File: config.mk
export PLATFORM = sky130hd
export DESIGN_NAME = tcp_option_parser_flat
export DESIGN_NICKNAME = d
export VERILOG_FILES = /design/src/hw/rtl/tcpop_pkg.sv /design/src/hw/rtl/tcpop_byte_if.sv /design/src/hw/rtl/tcpop_summary_if.sv /design/src/hw/rtl/tcpop_cfg.sv /design/src/hw/rtl/tcpop_core.sv /design/src/hw/rtl/tcp_option_parser.sv /design/src/flat_wrapper.sv
export SDC_FILE = /design/constraint.sdc
export NUM_CORES = 1
export LEC_CHECK = 0
export ABC_AREA = 1
export ABC_CLOCK_PERIOD_IN_PS = 5200
export BUFFER_PORTS_ARGS = -buffer_cell sky130_fd_sc_hd__buf_2
export CAP_MARGIN = 20
export CORE_ASPECT_RATIO = 0.7
export CORE_MARGIN = 5
export CORE_UTILIZATION = 55
export CTS_CLUSTER_SIZE = 24
export DETAILED_ROUTE_END_ITERATION = 8
export PLACE_DENSITY = 0.8
export SYNTH_ARGS = -nofsm -noshare
export SYNTH_HDL_FRONTEND = slang
export SYNTH_SLANG_ARGS = --single-unit
File: constraint.sdc
create_clock -name clk -period 5.2 [get_ports clk]
set_input_delay 1.56 -clock clk [delete_from_list [all_inputs] [get_ports clk]]
set_output_delay 1.56 -clock clk [all_outputs]
set_load 0.03 [all_outputs]
File: src/hw/rtl/tcpop_pkg.sv
`timescale 1ns / 1ps
// ----------------------------------------------------------------------------
// tcpop_pkg
// Shared types and constants for the TCP option parser.
// ----------------------------------------------------------------------------
package tcpop_pkg;

	localparam int DEF_MAX_OPTION_BYTES = 40;

	localparam int CFG_ADDR_W = 4;
	localparam int CFG_DATA_W = 32;

	typedef enum logic [1:0] {
		REG_DEFAULT_MSS    = 2'd0,
		REG_DEFAULT_WSCALE = 2'd1,
		REG_TS_ENABLED     = 2'd2
	} reg_idx_t;

	localparam logic [15:0] RST_DEFAULT_MSS    = 16'd1460;
	localparam logic [3:0]  RST_DEFAULT_WSCALE = 4'd0;
	localparam logic        RST_TS_ENABLED     = 1'b1;

	localparam logic [7:0] KIND_EOL       = 8'd0;
	localparam logic [7:0] KIND_NOP       = 8'd1;
	localparam logic [7:0] KIND_MSS       = 8'd2;
	localparam logic [7:0] KIND_WSCALE    = 8'd3;
	localparam logic [7:0] KIND_SACK_PERM = 8'd4;
	localparam logic [7:0] KIND_TIMESTAMP = 8'd8;

	localparam logic [7:0] MIN_OPT_LEN       = 8'd2;
	localparam logic [7:0] MSS_BODY_BYTES    = 8'd2;
	localparam logic [7:0] WSCALE_BODY_BYTES = 8'd1;
	localparam logic [7:0] TS_BODY_BYTES     = 8'd8;
	localparam logic [7:0] TS_TSVAL_END      = 8'd4;
	localparam logic [15:0] TS_MSS_REDUCTION = 16'd12;
	localparam logic [5:0] POS_MAX           = 6'd63;

	typedef enum logic [2:0] {
		PH_KIND      = 3'd0,
		PH_LENGTH    = 3'd1,
		PH_DATA      = 3'd2,
		PH_SKIP      = 3'd3,
		PH_STOPPED   = 3'd4,
		PH_MALFORMED = 3'd5
	} phase_t;

	typedef struct packed {
		logic [15:0] default_mss;
		logic [3:0]  default_wscale;
		logic        timestamps_enabled;
	} cfg_t;

	typedef struct packed {
		logic [7:0]  option_byte;
		logic [5:0]  area_length;
		logic        last_byte;
		logic [31:0] current_time;
	} byte_req_t;

	typedef struct packed {
		logic [15:0] mss_value;
		logic [15:0] effective_mss;
		logic        mss_seen;
		logic [7:0]  window_scale;
		logic        sack_permitted;
		logic        timestamp_seen;
		logic [31:0] recent_timestamp;
		logic [31:0] timestamp_update_time;
		logic        malformed;
	} summary_t;

endpackage

File: src/hw/rtl/tcpop_byte_if.sv
`timescale 1ns / 1ps
// ----------------------------------------------------------------------------
// tcpop_byte_if
// Option byte channel: one option area byte per request.
// ----------------------------------------------------------------------------
interface tcpop_byte_if;
	logic        valid;
	logic        ready;
	logic [7:0]  option_byte;
	logic [5:0]  area_length;
	logic        last_byte;
	logic [31:0] current_time;

	modport source (
		output valid, option_byte, area_length, last_byte, current_time,
		input  ready
	);
	modport sink (
		input  valid, option_byte, area_length, last_byte, current_time,
		output ready
	);
endinterface

File: src/hw/rtl/tcpop_summary_if.sv
`timescale 1ns / 1ps
// ----------------------------------------------------------------------------
// tcpop_summary_if
// Summary channel: one parse summary per request.
// ----------------------------------------------------------------------------
interface tcpop_summary_if;
	logic        valid;
	logic        ready;
	logic [15:0] mss_value;
	logic [15:0] effective_mss;
	logic        mss_seen;
	logic [7:0]  window_scale;
	logic        sack_permitted;
	logic        timestamp_seen;
	logic [31:0] recent_timestamp;
	logic [31:0] timestamp_update_time;
	logic        malformed;

	modport source (
		output valid, mss_value, effective_mss, mss_seen, window_scale, sack_permitted,
		       timestamp_seen, recent_timestamp, timestamp_update_time, malformed,
		input  ready
	);
	modport sink (
		input  valid, mss_value, effective_mss, mss_seen, window_scale, sack_permitted,
		       timestamp_seen, recent_timestamp, timestamp_update_time, malformed,
		output ready
	);
endinterface

File: src/hw/rtl/tcpop_cfg.sv
`timescale 1ns / 1ps
// ----------------------------------------------------------------------------
// tcpop_cfg
// APB register file holding the parser defaults.
// ----------------------------------------------------------------------------
module tcpop_cfg (
	input  logic                                clk,
	input  logic                                arst_n,
	input  logic                                psel,
	input  logic                                penable,
	input  logic                                pwrite,
	input  logic [tcpop_pkg::CFG_ADDR_W-1:0]    paddr,
	input  logic [tcpop_pkg::CFG_DATA_W-1:0]    pwdata,
	output logic [tcpop_pkg::CFG_DATA_W-1:0]    prdata,
	output logic                                pready,
	output tcpop_pkg::cfg_t                     cfg
);

	tcpop_pkg::cfg_t cfg_q;
	logic [1:0]      idx;
	logic            wr_en;

	assign idx    = paddr[3:2];
	assign wr_en  = psel && penable && pwrite && pready;
	assign pready = 1'b1;
	assign cfg    = cfg_q;

	always_ff @(posedge clk or negedge arst_n) begin
		if (!arst_n) begin
			cfg_q.default_mss        <= tcpop_pkg::RST_DEFAULT_MSS;
			cfg_q.default_wscale     <= tcpop_pkg::RST_DEFAULT_WSCALE;
			cfg_q.timestamps_enabled <= tcpop_pkg::RST_TS_ENABLED;
		end else if (wr_en) begin
			unique case (idx)
				tcpop_pkg::REG_DEFAULT_MSS:    cfg_q.default_mss        <= pwdata[15:0];
				tcpop_pkg::REG_DEFAULT_WSCALE: cfg_q.default_wscale     <= pwdata[3:0];
				tcpop_pkg::REG_TS_ENABLED:     cfg_q.timestamps_enabled <= pwdata[0];
				default: ;
			endcase
		end
	end

	always_comb begin
		unique case (idx)
			tcpop_pkg::REG_DEFAULT_MSS:    prdata = {16'd0, cfg_q.default_mss};
			tcpop_pkg::REG_DEFAULT_WSCALE: prdata = {28'd0, cfg_q.default_wscale};
			tcpop_pkg::REG_TS_ENABLED:     prdata = {31'd0, cfg_q.timestamps_enabled};
			default:                       prdata = '0;
		endcase
	end

endmodule

File: src/hw/rtl/tcpop_core.sv
`timescale 1ns / 1ps
// ----------------------------------------------------------------------------
// tcpop_core
// Input register, per-byte option parse and summary output register.
// ----------------------------------------------------------------------------
module tcpop_core #(
	parameter int MAX_OPTION_BYTES = tcpop_pkg::DEF_MAX_OPTION_BYTES
) (
	input  logic                   clk,
	input  logic                   arst_n,
	input  tcpop_pkg::cfg_t        cfg,
	tcpop_byte_if.sink             opt_bytes,
	tcpop_summary_if.source        summary
);

	localparam logic [5:0] MAX_AREA = 6'(MAX_OPTION_BYTES);

	// input stage
	logic                 valid_s1;
	tcpop_pkg::byte_req_t req_s1;
	logic                 advance;
	logic                 accept;

	// parse state
	tcpop_pkg::phase_t phase_q, phase_nxt;
	logic [5:0]  pos_q, pos_nxt;
	logic [7:0]  kind_q, kind_nxt;
	logic [7:0]  btc_q, btc_nxt;
	logic [15:0] mss_q, mss_nxt;
	logic [7:0]  wscale_q, wscale_nxt;
	logic        f_mss_q, f_mss_nxt;
	logic        f_win_q, f_win_nxt;
	logic        f_sack_q, f_sack_nxt;
	logic        f_ts_q, f_ts_nxt;
	logic [31:0] tsval_q, tsval_nxt;
	logic [31:0] tstime_q, tstime_nxt;

	// parse temporaries
	logic [5:0]  area;
	logic [7:0]  b;
	logic [8:0]  span;
	logic [7:0]  btc_dec;
	logic [7:0]  skip_len;
	logic        in_option;
	logic [15:0] mss_sat;

	// output register
	logic                summary_valid_q;
	tcpop_pkg::summary_t summary_q, summary_nxt;
	logic                emit;

	assign advance         = valid_s1 && (!req_s1.last_byte || !summary_valid_q || summary.ready);
	assign opt_bytes.ready = !valid_s1 || advance;
	assign accept          = opt_bytes.valid && opt_bytes.ready;
	assign emit            = advance && req_s1.last_byte;

	always_ff @(posedge clk or negedge arst_n) begin
		if (!arst_n) begin
			valid_s1 <= 1'b0;
		end else if (accept) begin
			valid_s1 <= 1'b1;
		end else if (advance) begin
			valid_s1 <= 1'b0;
		end
	end

	always_ff @(posedge clk) begin
		if (accept) begin
			req_s1.option_byte  <= opt_bytes.option_byte;
			req_s1.area_length  <= opt_bytes.area_length;
			req_s1.last_byte    <= opt_bytes.last_byte;
			req_s1.current_time <= opt_bytes.current_time;
		end
	end

	always_comb begin
		area      = (req_s1.area_length > MAX_AREA) ? MAX_AREA : req_s1.area_length;
		b         = req_s1.option_byte;
		span      = {3'd0, pos_q} + {1'b0, b};
		btc_dec   = btc_q - 8'd1;
		skip_len  = b - tcpop_pkg::MIN_OPT_LEN;

		phase_nxt  = phase_q;
		pos_nxt    = (pos_q < tcpop_pkg::POS_MAX) ? pos_q + 6'd1 : pos_q;
		kind_nxt   = kind_q;
		btc_nxt    = btc_q;
		mss_nxt    = mss_q;
		wscale_nxt = wscale_q;
		f_mss_nxt  = f_mss_q;
		f_win_nxt  = f_win_q;
		f_sack_nxt = f_sack_q;
		f_ts_nxt   = f_ts_q;
		tsval_nxt  = tsval_q;
		tstime_nxt = tstime_q;

		in_option = (phase_q == tcpop_pkg::PH_LENGTH) || (phase_q == tcpop_pkg::PH_DATA)
		         || (phase_q == tcpop_pkg::PH_SKIP);

		if (pos_q >= area) begin
			if (phase_q == tcpop_pkg::PH_KIND) begin
				phase_nxt = tcpop_pkg::PH_STOPPED;
			end else if (in_option) begin
				phase_nxt = tcpop_pkg::PH_MALFORMED;
			end
		end else begin
			unique case (phase_q)
				tcpop_pkg::PH_KIND: begin
					if (b == tcpop_pkg::KIND_EOL) begin
						phase_nxt = tcpop_pkg::PH_STOPPED;
					end else if (b != tcpop_pkg::KIND_NOP) begin
						kind_nxt  = b;
						phase_nxt = tcpop_pkg::PH_LENGTH;
					end
				end
				tcpop_pkg::PH_LENGTH: begin
					// option must fit: pos + len - 1 <= area
					if (b < tcpop_pkg::MIN_OPT_LEN || span > ({3'd0, area} + 9'd1)) begin
						phase_nxt = tcpop_pkg::PH_MALFORMED;
					end else begin
						case (kind_q)
							tcpop_pkg::KIND_MSS: begin
								f_mss_nxt = 1'b1;
								mss_nxt   = '0;
								btc_nxt   = tcpop_pkg::MSS_BODY_BYTES;
								phase_nxt = tcpop_pkg::PH_DATA;
							end
							tcpop_pkg::KIND_WSCALE: begin
								f_win_nxt = 1'b1;
								btc_nxt   = tcpop_pkg::WSCALE_BODY_BYTES;
								phase_nxt = tcpop_pkg::PH_DATA;
							end
							tcpop_pkg::KIND_SACK_PERM: begin
								f_sack_nxt = 1'b1;
								phase_nxt  = tcpop_pkg::PH_KIND;
							end
							tcpop_pkg::KIND_TIMESTAMP: begin
								f_ts_nxt   = 1'b1;
								tsval_nxt  = '0;
								tstime_nxt = req_s1.current_time;
								btc_nxt    = tcpop_pkg::TS_BODY_BYTES;
								phase_nxt  = tcpop_pkg::PH_DATA;
							end
							default: begin
								btc_nxt   = skip_len;
								phase_nxt = (skip_len != 8'd0) ? tcpop_pkg::PH_SKIP
								                               : tcpop_pkg::PH_KIND;
							end
						endcase
					end
				end
				tcpop_pkg::PH_DATA: begin
					if (kind_q == tcpop_pkg::KIND_MSS) begin
						mss_nxt = {mss_q[7:0], b};
					end else if (kind_q == tcpop_pkg::KIND_WSCALE) begin
						wscale_nxt = b;
					end else if (btc_q > tcpop_pkg::TS_TSVAL_END) begin
						tsval_nxt = {tsval_q[23:0], b};
					end
					btc_nxt = btc_dec;
					if (btc_dec == 8'd0) begin
						phase_nxt = tcpop_pkg::PH_KIND;
					end
				end
				tcpop_pkg::PH_SKIP: begin
					btc_nxt = btc_dec;
					if (btc_dec == 8'd0) begin
						phase_nxt = tcpop_pkg::PH_KIND;
					end
				end
				default: ;
			endcase
		end

		// area ended inside an option
		if (req_s1.last_byte && ((phase_nxt == tcpop_pkg::PH_LENGTH)
		    || (phase_nxt == tcpop_pkg::PH_DATA) || (phase_nxt == tcpop_pkg::PH_SKIP))) begin
			phase_nxt = tcpop_pkg::PH_MALFORMED;
		end

		summary_nxt.mss_seen  = f_mss_nxt;
		summary_nxt.mss_value = f_mss_nxt ? mss_nxt : cfg.default_mss;
		mss_sat = (summary_nxt.mss_value > tcpop_pkg::TS_MSS_REDUCTION)
		        ? summary_nxt.mss_value - tcpop_pkg::TS_MSS_REDUCTION : 16'd0;
		if (!f_mss_nxt) begin
			summary_nxt.effective_mss = '0;
		end else if (cfg.timestamps_enabled) begin
			summary_nxt.effective_mss = mss_sat;
		end else begin
			summary_nxt.effective_mss = summary_nxt.mss_value;
		end
		summary_nxt.window_scale          = f_win_nxt ? wscale_nxt : {4'd0, cfg.default_wscale};
		summary_nxt.sack_permitted        = f_sack_nxt;
		summary_nxt.timestamp_seen        = f_ts_nxt;
		summary_nxt.recent_timestamp      = f_ts_nxt ? tsval_nxt : 32'd0;
		summary_nxt.timestamp_update_time = f_ts_nxt ? tstime_nxt : 32'd0;
		summary_nxt.malformed             = (phase_nxt == tcpop_pkg::PH_MALFORMED);
	end

	// window scale starts each area at the default, since a window option
	// cut short before its data byte still reports it
	always_ff @(posedge clk or negedge arst_n) begin
		if (!arst_n) begin
			phase_q  <= tcpop_pkg::PH_KIND;
			pos_q    <= '0;
			kind_q   <= '0;
			btc_q    <= '0;
			wscale_q <= {4'd0, tcpop_pkg::RST_DEFAULT_WSCALE};
			f_mss_q  <= 1'b0;
			f_win_q  <= 1'b0;
			f_sack_q <= 1'b0;
			f_ts_q   <= 1'b0;
		end else if (advance) begin
			if (req_s1.last_byte) begin
				phase_q  <= tcpop_pkg::PH_KIND;
				pos_q    <= '0;
				kind_q   <= '0;
				btc_q    <= '0;
				wscale_q <= {4'd0, cfg.default_wscale};
				f_mss_q  <= 1'b0;
				f_win_q  <= 1'b0;
				f_sack_q <= 1'b0;
				f_ts_q   <= 1'b0;
			end else begin
				phase_q  <= phase_nxt;
				pos_q    <= pos_nxt;
				kind_q   <= kind_nxt;
				btc_q    <= btc_nxt;
				wscale_q <= wscale_nxt;
				f_mss_q  <= f_mss_nxt;
				f_win_q  <= f_win_nxt;
				f_sack_q <= f_sack_nxt;
				f_ts_q   <= f_ts_nxt;
			end
		end
	end

	// captured values are only read under their flags
	always_ff @(posedge clk) begin
		if (advance) begin
			mss_q    <= mss_nxt;
			tsval_q  <= tsval_nxt;
			tstime_q <= tstime_nxt;
		end
	end

	always_ff @(posedge clk or negedge arst_n) begin
		if (!arst_n) begin
			summary_valid_q <= 1'b0;
		end else if (emit) begin
			summary_valid_q <= 1'b1;
		end else if (summary.ready) begin
			summary_valid_q <= 1'b0;
		end
	end

	always_ff @(posedge clk) begin
		if (emit) begin
			summary_q <= summary_nxt;
		end
	end

	assign summary.valid                 = summary_valid_q;
	assign summary.mss_value             = summary_q.mss_value;
	assign summary.effective_mss         = summary_q.effective_mss;
	assign summary.mss_seen              = summary_q.mss_seen;
	assign summary.window_scale          = summary_q.window_scale;
	assign summary.sack_permitted        = summary_q.sack_permitted;
	assign summary.timestamp_seen        = summary_q.timestamp_seen;
	assign summary.recent_timestamp      = summary_q.recent_timestamp;
	assign summary.timestamp_update_time = summary_q.timestamp_update_time;
	assign summary.malformed             = summary_q.malformed;

endmodule

File: src/hw/rtl/tcp_option_parser.sv
`timescale 1ns / 1ps
// ----------------------------------------------------------------------------
// tcp_option_parser
// Byte-serial TCP option area parser with APB-programmable defaults.
// ----------------------------------------------------------------------------
// Takes one option byte per cycle and emits one summary on the byte flagged
// last_byte. Each byte is registered on entry, parsed combinationally against
// the running option state and, if last, lands in the summary register. The
// sustained rate is one byte per cycle, set by the single parse-state update
// per byte; input stalls only while a finished summary is still waiting to be
// taken and the next last byte is ready to be parsed.
module tcp_option_parser #(
	parameter int MAX_OPTION_BYTES = tcpop_pkg::DEF_MAX_OPTION_BYTES
) (
	input  logic                                clk,
	input  logic                                arst_n,
	tcpop_byte_if.sink                          opt_bytes,
	tcpop_summary_if.source                     summary,
	input  logic                                psel,
	input  logic                                penable,
	input  logic                                pwrite,
	input  logic [tcpop_pkg::CFG_ADDR_W-1:0]    paddr,
	input  logic [tcpop_pkg::CFG_DATA_W-1:0]    pwdata,
	output logic [tcpop_pkg::CFG_DATA_W-1:0]    prdata,
	output logic                                pready
);

	tcpop_pkg::cfg_t cfg;

	tcpop_cfg u_cfg (
		.clk     (clk),
		.arst_n  (arst_n),
		.psel    (psel),
		.penable (penable),
		.pwrite  (pwrite),
		.paddr   (paddr),
		.pwdata  (pwdata),
		.prdata  (prdata),
		.pready  (pready),
		.cfg     (cfg)
	);

	tcpop_core #(
		.MAX_OPTION_BYTES (MAX_OPTION_BYTES)
	) u_core (
		.clk       (clk),
		.arst_n    (arst_n),
		.cfg       (cfg),
		.opt_bytes (opt_bytes),
		.summary   (summary)
	);

endmodule
File: src/flat_wrapper.sv
// flat-port wrapper written by rule: the top's interface ports become plain ports
module tcp_option_parser_flat 
#(
	parameter int MAX_OPTION_BYTES = tcpop_pkg::DEF_MAX_OPTION_BYTES
)
  (clk, arst_n, psel, penable, pwrite, paddr, pwdata, prdata, pready, opt_bytes_valid, opt_bytes_option_byte, opt_bytes_area_length, opt_bytes_last_byte, opt_bytes_current_time, opt_bytes_ready, summary_valid, summary_mss_value, summary_effective_mss, summary_mss_seen, summary_window_scale, summary_sack_permitted, summary_timestamp_seen, summary_recent_timestamp, summary_timestamp_update_time, summary_malformed, summary_ready);
  tcpop_byte_if opt_bytes_i ();
  tcpop_summary_if summary_i ();
  input  logic clk;
  input  logic arst_n;
  input  logic psel;
  input  logic penable;
  input  logic pwrite;
  input  logic [tcpop_pkg::CFG_ADDR_W-1:0] paddr;
  input  logic [tcpop_pkg::CFG_DATA_W-1:0] pwdata;
  output logic [tcpop_pkg::CFG_DATA_W-1:0] prdata;
  output logic pready;
  input wire logic [$bits(opt_bytes_i.valid)-1:0] opt_bytes_valid;
  input wire logic [$bits(opt_bytes_i.option_byte)-1:0] opt_bytes_option_byte;
  input wire logic [$bits(opt_bytes_i.area_length)-1:0] opt_bytes_area_length;
  input wire logic [$bits(opt_bytes_i.last_byte)-1:0] opt_bytes_last_byte;
  input wire logic [$bits(opt_bytes_i.current_time)-1:0] opt_bytes_current_time;
  output wire logic [$bits(opt_bytes_i.ready)-1:0] opt_bytes_ready;
  output wire logic [$bits(summary_i.valid)-1:0] summary_valid;
  output wire logic [$bits(summary_i.mss_value)-1:0] summary_mss_value;
  output wire logic [$bits(summary_i.effective_mss)-1:0] summary_effective_mss;
  output wire logic [$bits(summary_i.mss_seen)-1:0] summary_mss_seen;
  output wire logic [$bits(summary_i.window_scale)-1:0] summary_window_scale;
  output wire logic [$bits(summary_i.sack_permitted)-1:0] summary_sack_permitted;
  output wire logic [$bits(summary_i.timestamp_seen)-1:0] summary_timestamp_seen;
  output wire logic [$bits(summary_i.recent_timestamp)-1:0] summary_recent_timestamp;
  output wire logic [$bits(summary_i.timestamp_update_time)-1:0] summary_timestamp_update_time;
  output wire logic [$bits(summary_i.malformed)-1:0] summary_malformed;
  input wire logic [$bits(summary_i.ready)-1:0] summary_ready;
  assign opt_bytes_i.valid = opt_bytes_valid;
  assign opt_bytes_i.option_byte = opt_bytes_option_byte;
  assign opt_bytes_i.area_length = opt_bytes_area_length;
  assign opt_bytes_i.last_byte = opt_bytes_last_byte;
  assign opt_bytes_i.current_time = opt_bytes_current_time;
  assign opt_bytes_ready = opt_bytes_i.ready;
  assign summary_valid = summary_i.valid;
  assign summary_mss_value = summary_i.mss_value;
  assign summary_effective_mss = summary_i.effective_mss;
  assign summary_mss_seen = summary_i.mss_seen;
  assign summary_window_scale = summary_i.window_scale;
  assign summary_sack_permitted = summary_i.sack_permitted;
  assign summary_timestamp_seen = summary_i.timestamp_seen;
  assign summary_recent_timestamp = summary_i.recent_timestamp;
  assign summary_timestamp_update_time = summary_i.timestamp_update_time;
  assign summary_malformed = summary_i.malformed;
  assign summary_i.ready = summary_ready;
  tcp_option_parser #(.MAX_OPTION_BYTES(MAX_OPTION_BYTES)) u_core (.clk(clk), .arst_n(arst_n), .opt_bytes(opt_bytes_i), .summary(summary_i), .psel(psel), .penable(penable), .pwrite(pwrite), .paddr(paddr), .pwdata(pwdata), .prdata(prdata), .pready(pready));
endmodule
# Yosys cells after proc, flatten, opt, wreduce, memory -nomap -nowiden

Index checks and enable logic that the tools add are counted.

ROM bits: 0
Latch bits: 0
Logic and storage cells: 173
RAM bits: 0
Flip-flop bits (word level): 295
Memories kept: 0

Add/sub/neg operators: 6
Multiply operators: 0
Mux-type cells: 75
Reduce and logical (&&, ||, !) cells: 36
Equal/unequal tests: 18
Magnitude comparators: 7
Divide/modulo/power cells: 0
Bitwise gates (word level): 0
Shifts and indexed selects: 0

Operator list:

| operator                                                              | number |
|---|---|
| 32-bit two-way mux                                                    | 10 |
| 16-bit two-way mux                                                    | 7 |
| 8-bit two-way mux                                                     | 13 |
| 32-bit one-hot mux with 2 select lines                                | 1 |
| 16-bit one-hot mux with 3 select lines                                | 1 |
| 16-bit one-hot mux with 2 select lines                                | 1 |
| 8-bit one-hot mux with 4 select lines                                 | 1 |
| 3-bit two-way mux                                                     | 9 |
| 1-bit two-way mux                                                     | 24 |
| 6-bit two-way mux                                                     | 3 |
| 8-bit by 2-bit equality test with 1-bit output, second input constant | 2 |
| 16-bit by 4-bit > comparator with 1-bit output, second input constant | 1 |
| 8-bit zero test                                                       | 2 |
| 8-bit one-hot mux with 2 select lines                                 | 1 |
| 16-bit by 4-bit subtractor with 16-bit output, second input constant  | 1 |
| 3-bit by 2-bit equality test with 1-bit output, second input constant | 4 |
| 5-bit AND reduction                                                   | 2 |
| 2-bit nonzero test                                                    | 5 |
| 6-bit by 8-bit adder with 9-bit output                                | 1 |
| 9-bit by 7-bit > comparator with 1-bit output                         | 1 |
| 3-bit one-hot mux with 3 select lines                                 | 1 |
| 8-bit by 3-bit equality test with 1-bit output, second input constant | 1 |
| 8-bit by 4-bit equality test with 1-bit output, second input constant | 1 |
| 8-bit by 3-bit > comparator with 1-bit output, second input constant  | 1 |
| 28 further kinds                                                      | 48 |

# Longest topological paths before layout

Depth in word-level cells: 14
Depth in mapped cells: 32
Gate-level depth less buffers: 31

# Hierarchy

Synthesis repeated with hierarchy kept, for this count alone.

Cells, all modules: 1513
Area total of the unflattened synthesis: 14423.8 sq um

By module, submodules not included:

| module     | area an instance (sq um) | times used | cells each |
|---|---|---|---|
| tcpop_core | 13265.2                  | 1          | 1354 |
| tcpop_cfg  | 1158.6                   | 1          | 159 |

# Worst setup path after synthesis

Ideal clock, no wire load.

Path type: input-to-reg
Start: input port summary_ready
End: register u_core.u_core.btc_q[0]
Data required time: 5116 ps
Library setup time: 84 ps
Arrival: 5051 ps
Path slack: 64 ps
Buffers on the path: 0
Cell stages on the path: 10
Cell sequence: inv_1 nand2_1 o21ai_0 inv_2 nand2_1 inv_2 nor2_2 clkinv_1 o2111ai_1 o21ai_0

Cells in the longest elaborated chain, start to end: 3

RTL lines:

| item                                 | line               | source |
|---|---|---|
| from (decl)                          | flat_wrapper.sv:34 | `input wire logic [$bits(summary_i.ready)-1:0] summary_ready;` |
| 1-bit logical OR                     | tcpop_core.sv:52   | `assign advance = valid_s1 && (!req_s1.last_byte \|\| !summary_valid_q \|\| summary.ready);` |
| 1-bit logical AND                    | tcpop_core.sv:52   |  |
| via u_core.u_core.advance            | tcpop_core.sv:21   | `logic advance;` |
| 5-bit AND reduction (no source line) | n/a                |  |
| to (signal assigned)                 | tcpop_core.sv:227  | `btc_q <= btc_nxt;` |
| to (decl)                            | tcpop_core.sv:28   | `logic [7:0] btc_q, btc_nxt;` |

The timed path passes the listed nets, and every way through them passes these cells.
A chain may end at the register's enable or synchronous reset.

==> results_dict.tcl <==
set metrics [dict create \
    outcome "finished clean" \
    seq_power_share 0.436 \
    clock_tree.buffer_depth 3 \
    maxCapViolations 0 \
    clock_power_share 0.282 \
    number_of_global_route_vias_before_repair 10625 \
    detailed_place_hpwl_mm 23.83 \
    post_synth_xor_area_fraction 0.01510 \
    grt_antenna_before_repair 1 \
    final_period_minus_worst_setup_slack_ns 4.773 \
    crit_buf_inv 4 \
    vdd.ir_drop.worst_mv 0.3938 \
    power.static_leakage_uw 0.007703 \
    ys_seq_elements 295 \
    cts_made_buffers 28 \
    starting_density 0.5619 \
    drtPass1Iterations 5 \
    syn_area_sq_mm 0.01450 \
    cellInternalPower_uw 4975 \
    clk_transition_reported_paths_ns 0.06 \
    timing.setup.tns_ns 0 \
    netlist.area_leader.share 0.4865 \
    timing_worst_slew_pin_value_ns 1.076 \
    synthSimpleGateAreaFrac 0.1649 \
    achievable-frequency_ghz 0.2095 \
    first_iter_violations 1070 \
    critPathTopFamily "simple AND/OR/NAND/NOR gates" \
    buffer_ports.inserted 197 \
    synth_top_cells_by_area "sky130_fd_sc_hd__edfxtp_1 (49%), sky130_fd_sc_hd__dfrtp_1 (9.1%), sky130_fd_sc_hd__nand2_1 (8.4%)" \
    hold_path.class "register to register" \
    synth_area_per_cell_sq_um 9.637 \
    rows 49 \
    critical_path.endpoint_type "register" \
    post_synth_fa_ha_maj_area_fraction 0.02381 \
    unrepaired_setup_endpoints_after_global_routing "false" \
    dp.cells 2023 \
    worst_path_largest_cell_delay_ns 0.42 \
    r2r_start "u_core.u_core.req_s1[35]" \
    maximum_number_of_pins_on_one_net_before_global_route_repair 97 \
    rrSetupSlack_ns 0.43 \
    capture_instance_of_the_worst_register_to_register_path "u_core.u_core.summary.effective_mss[14]" \
    grt_pass1_wl_mm 55.01 \
    route.antenna.remaining_nets 0 \
    setup.worst_path.end "u_core.u_core.summary.effective_mss[14]" \
    post_synth_most_frequent_cells "sky130_fd_sc_hd__nand2_1 (325), sky130_fd_sc_hd__edfxtp_1 (235), sky130_fd_sc_hd__inv_1 (234)" \
    most_numerous_cell_on_the_critical_path "sky130_fd_sc_hd__nand2_1" \
    globalRoute.totalOverflow 0 \
    cellPowerDensity_mw_per_mm2 451.0 \
    final_net_count 1813 \
    die-height_microns 145.9 \
    dr_total_vias 11179 \
    ff_latch_area_sq_mm 0.008567 \
    die_outline_area_sq_mm 0.02977 \
    final.hold.worst_slack_ns 0.5004 \
    multi_input_comb_area_sq_mm 0.004695 \
    synthesis.yosys.warnings 0 \
    switching_power_uw 2573 \
    critPathLaunch "u_core.u_core.req_s1[35]" \
    hold_viol_final 0 \
    seq_area_frac_synth 0.5907 \
    gpl.final_weighted_congestion 0.9344 \
    grtUsageTotal 0.2259 \
    share_of_the_synthesized_area_in_compound_gates_ao_oa_aoi_oai 0.1108 \
    num_antenna_cells 0 \
    critical_path_peak_fanout 19 \
    cts_root_buffer "sky130_fd_sc_hd__clkbuf_16" \
    drt-total-wl_mm 34.80 \
    insertion_delay_ns 0.55 \
    post_synth_mux_area_share 0.002761 \
    finalClockSkew_ns 0.01045 \
    yosys.cell_count.top_type "sky130_fd_sc_hd__nand2_1" \
    post_cts_buffers 0 \
    final_layout_size_suffix_gt1_frac 0.1950 \
    avgRoutedWirePerCell_microns 16.77 \
    dominantRegCellSynth "sky130_fd_sc_hd__edfxtp_1" \
    share_comb_of_total_power 0.282 \
    maxSlewHeadroom 0.2817 \
    drt_drc_violations_left 0 \
    combinational_family_with_the_most_area_after_synthesis "simple AND/OR/NAND/NOR gates" \
    finalSetupViolations 0 \
    cts.sink_count 295 \
    cts-hold-fix-buffers 0 \
    worst_ep_arrival_time_ns 5.08 \
    slew_viol_final 0 \
    htree_levels 1 \
    r2r.worst_path.cells 30 \
    resized_gates_after_cts 0 \
    route.detailed.vias_per_inst 5.387 \
    power_switching_share 0.3409 \
    startpoint_type "register" \
    worst_hold_startpoint "u_core.u_core.wscale_q[0]" \
    die_width_microns 204.1 \
    syn2layout_area_growth_pct 15.38 \
    fillCellCount 2049 \
    floorplan.io_pins 233 \
    synthDominantAreaCellType "sky130_fd_sc_hd__edfxtp_1" \
    synth-async-reset-ratio 0.2034 \
    postSynthCellCount 1505 \
    synth_cell_types 53 \
    number_of_enable_flip_flop_cells_after_synthesis 235 \
    tritoncts_clock_tree "yes" \
    coreArea_sq_mm 0.02581 \
    cp_num_cells 30 \
    final.period_utilization 0.9179 \
    setup.worst_path.class "register to register" \
    critPathSlowestCell "sky130_fd_sc_hd__edfxtp_1" \
    critical_path_required_ns 5.51 \
    fin_cells 2075 \
]
[metrics by stage]
step	setup WS [ns]	area [sq um]	utilization	power (uW)
detailed placement	0.3830	15780	0.6113	5425
finish	0.4267	16730	0.6484	7547
global placement	0.5633	15780	0.6113	5333
CTS	0.2768	16730	0.6481	7556
global route	0.09241	16730	0.6484	7999
floorplan	0.06444	14560	-	4886
[cell families after synthesis]
group                      after synthesis
and+or+nand+nor                        555
buffers and inverters                  319
DFF                                    295
AOI/OAI and AO/OA                      278
adders and majority gates               27
xor gates and xnor gates                25
muxes                                    4
other                                    2
[placed cells by master, fill, tap and decap left out, types with 5 or more instances in the layout]
| master | netlist | layout |
|---|---|---|
| sky130_fd_sc_hd__nand3_1 | 42 | 42 |
| sky130_fd_sc_hd__clkbuf_16 | 0 | 29 |
| sky130_fd_sc_hd__o22ai_1 | 46 | 46 |
| sky130_fd_sc_hd__or2_2 | 32 | 32 |
| sky130_fd_sc_hd__o221ai_1 | 5 | 5 |
| sky130_fd_sc_hd__a211oi_1 | 36 | 36 |
| sky130_fd_sc_hd__nand4_1 | 10 | 10 |
| sky130_fd_sc_hd__conb_1 | 2 | 18 |
| sky130_fd_sc_hd__nand2_1 | 325 | 325 |
| sky130_fd_sc_hd__nor2_1 | 104 | 103 |
| sky130_fd_sc_hd__o21ai_0 | 62 | 61 |
| sky130_fd_sc_hd__inv_1 | 234 | 231 |
| sky130_fd_sc_hd__xor2_1 | 20 | 20 |
| sky130_fd_sc_hd__edfxtp_1 | 235 | 235 |
| sky130_fd_sc_hd__dfrtp_1 | 53 | 53 |
| sky130_fd_sc_hd__inv_2 | 11 | 12 |
| sky130_fd_sc_hd__nor2_2 | 5 | 6 |
| sky130_fd_sc_hd__clkinv_1 | 2 | 12 |
| sky130_fd_sc_hd__a21oi_1 | 109 | 109 |
| sky130_fd_sc_hd__nand2_2 | 7 | 7 |
| sky130_fd_sc_hd__ha_1 | 26 | 26 |
| sky130_fd_sc_hd__dfstp_2 | 7 | 7 |
| sky130_fd_sc_hd__clkinv_2 | 0 | 5 |
| sky130_fd_sc_hd__nor3_1 | 11 | 10 |
| sky130_fd_sc_hd__buf_4 | 18 | 18 |
| sky130_fd_sc_hd__buf_2 | 3 | 197 |
| sky130_fd_sc_hd__xnor2_1 | 5 | 5 |
| sky130_fd_sc_hd__bufinv_16 | 0 | 5 |
[how the worst min path moves through the flow]
stage,cells after the start,end,slack (ns)
after global routing,2,u_core.u_core.wscale_q[3],0.53
after floorplan,2,u_core.u_cfg.cfg[5],0.45
final,2,u_core.u_core.wscale_q[0],0.50
after detailed placement,2,u_core.u_cfg.cfg[6],0.48
after CTS,2,u_core.u_core.wscale_q[0],0.50
after global placement,2,u_core.u_cfg.cfg[6],0.47
[area by class of cell]
cell class,count,share of cell area
clock buffer,33,0.04426
tap,357,0.02669
sequential,295,0.5119
inverter,248,0.05600
multi-input combinational,907,0.2805
clock inverter,19,0.01241
timing repair buffer,216,0.06819
[state kept, by name, indices dropped and copies added, names as in the netlist, 16 cells and up]
register,cells
u_core.u_core.summary.effective_mss,16
u_core.u_core.tstime_q,32
u_core.u_core.tsval_q,32
u_core.u_core.mss_q,16
u_core.u_core.summary.mss_value,16
u_core.u_core.summary.timestamp_update_time,32
u_core.u_core.req_s1,39
u_core.u_core.summary.recent_timestamp,32
u_core.u_cfg.cfg,21
[metal layers]
layer  track usage  routed length, microns
met2        0.3478                   15730
met4       0.05524                     820
met5             0                       7
met3       0.05101                    3341
met1        0.3298                   14900
[worst reg2reg max path, delay by kind of cell, from the launching register on]
family / cells / cell delay [ns]
AOI/OAI and AO/OA: 3 / 0.43
xor gates and xnor gates: 1 / 0.15
adders and majority gates: 3 / 0.78
buffers and inverters: 4 / 0.48
DFF: 1 / 0.42
and+or+nand+nor: 19 / 2.26
[power by group through the flow]
stage               combinational, uW  clock [uW]  sequential (uW)
floorplan                        1520           0             3370
global placement                 2020           0             3320
detailed placement               2100           0             3330
CTS                              2110        2160             3290
global route                     2400        2270             3330
finish                           2130        2130             3290
No activity file was read; power rests on OpenSTA's default activity.
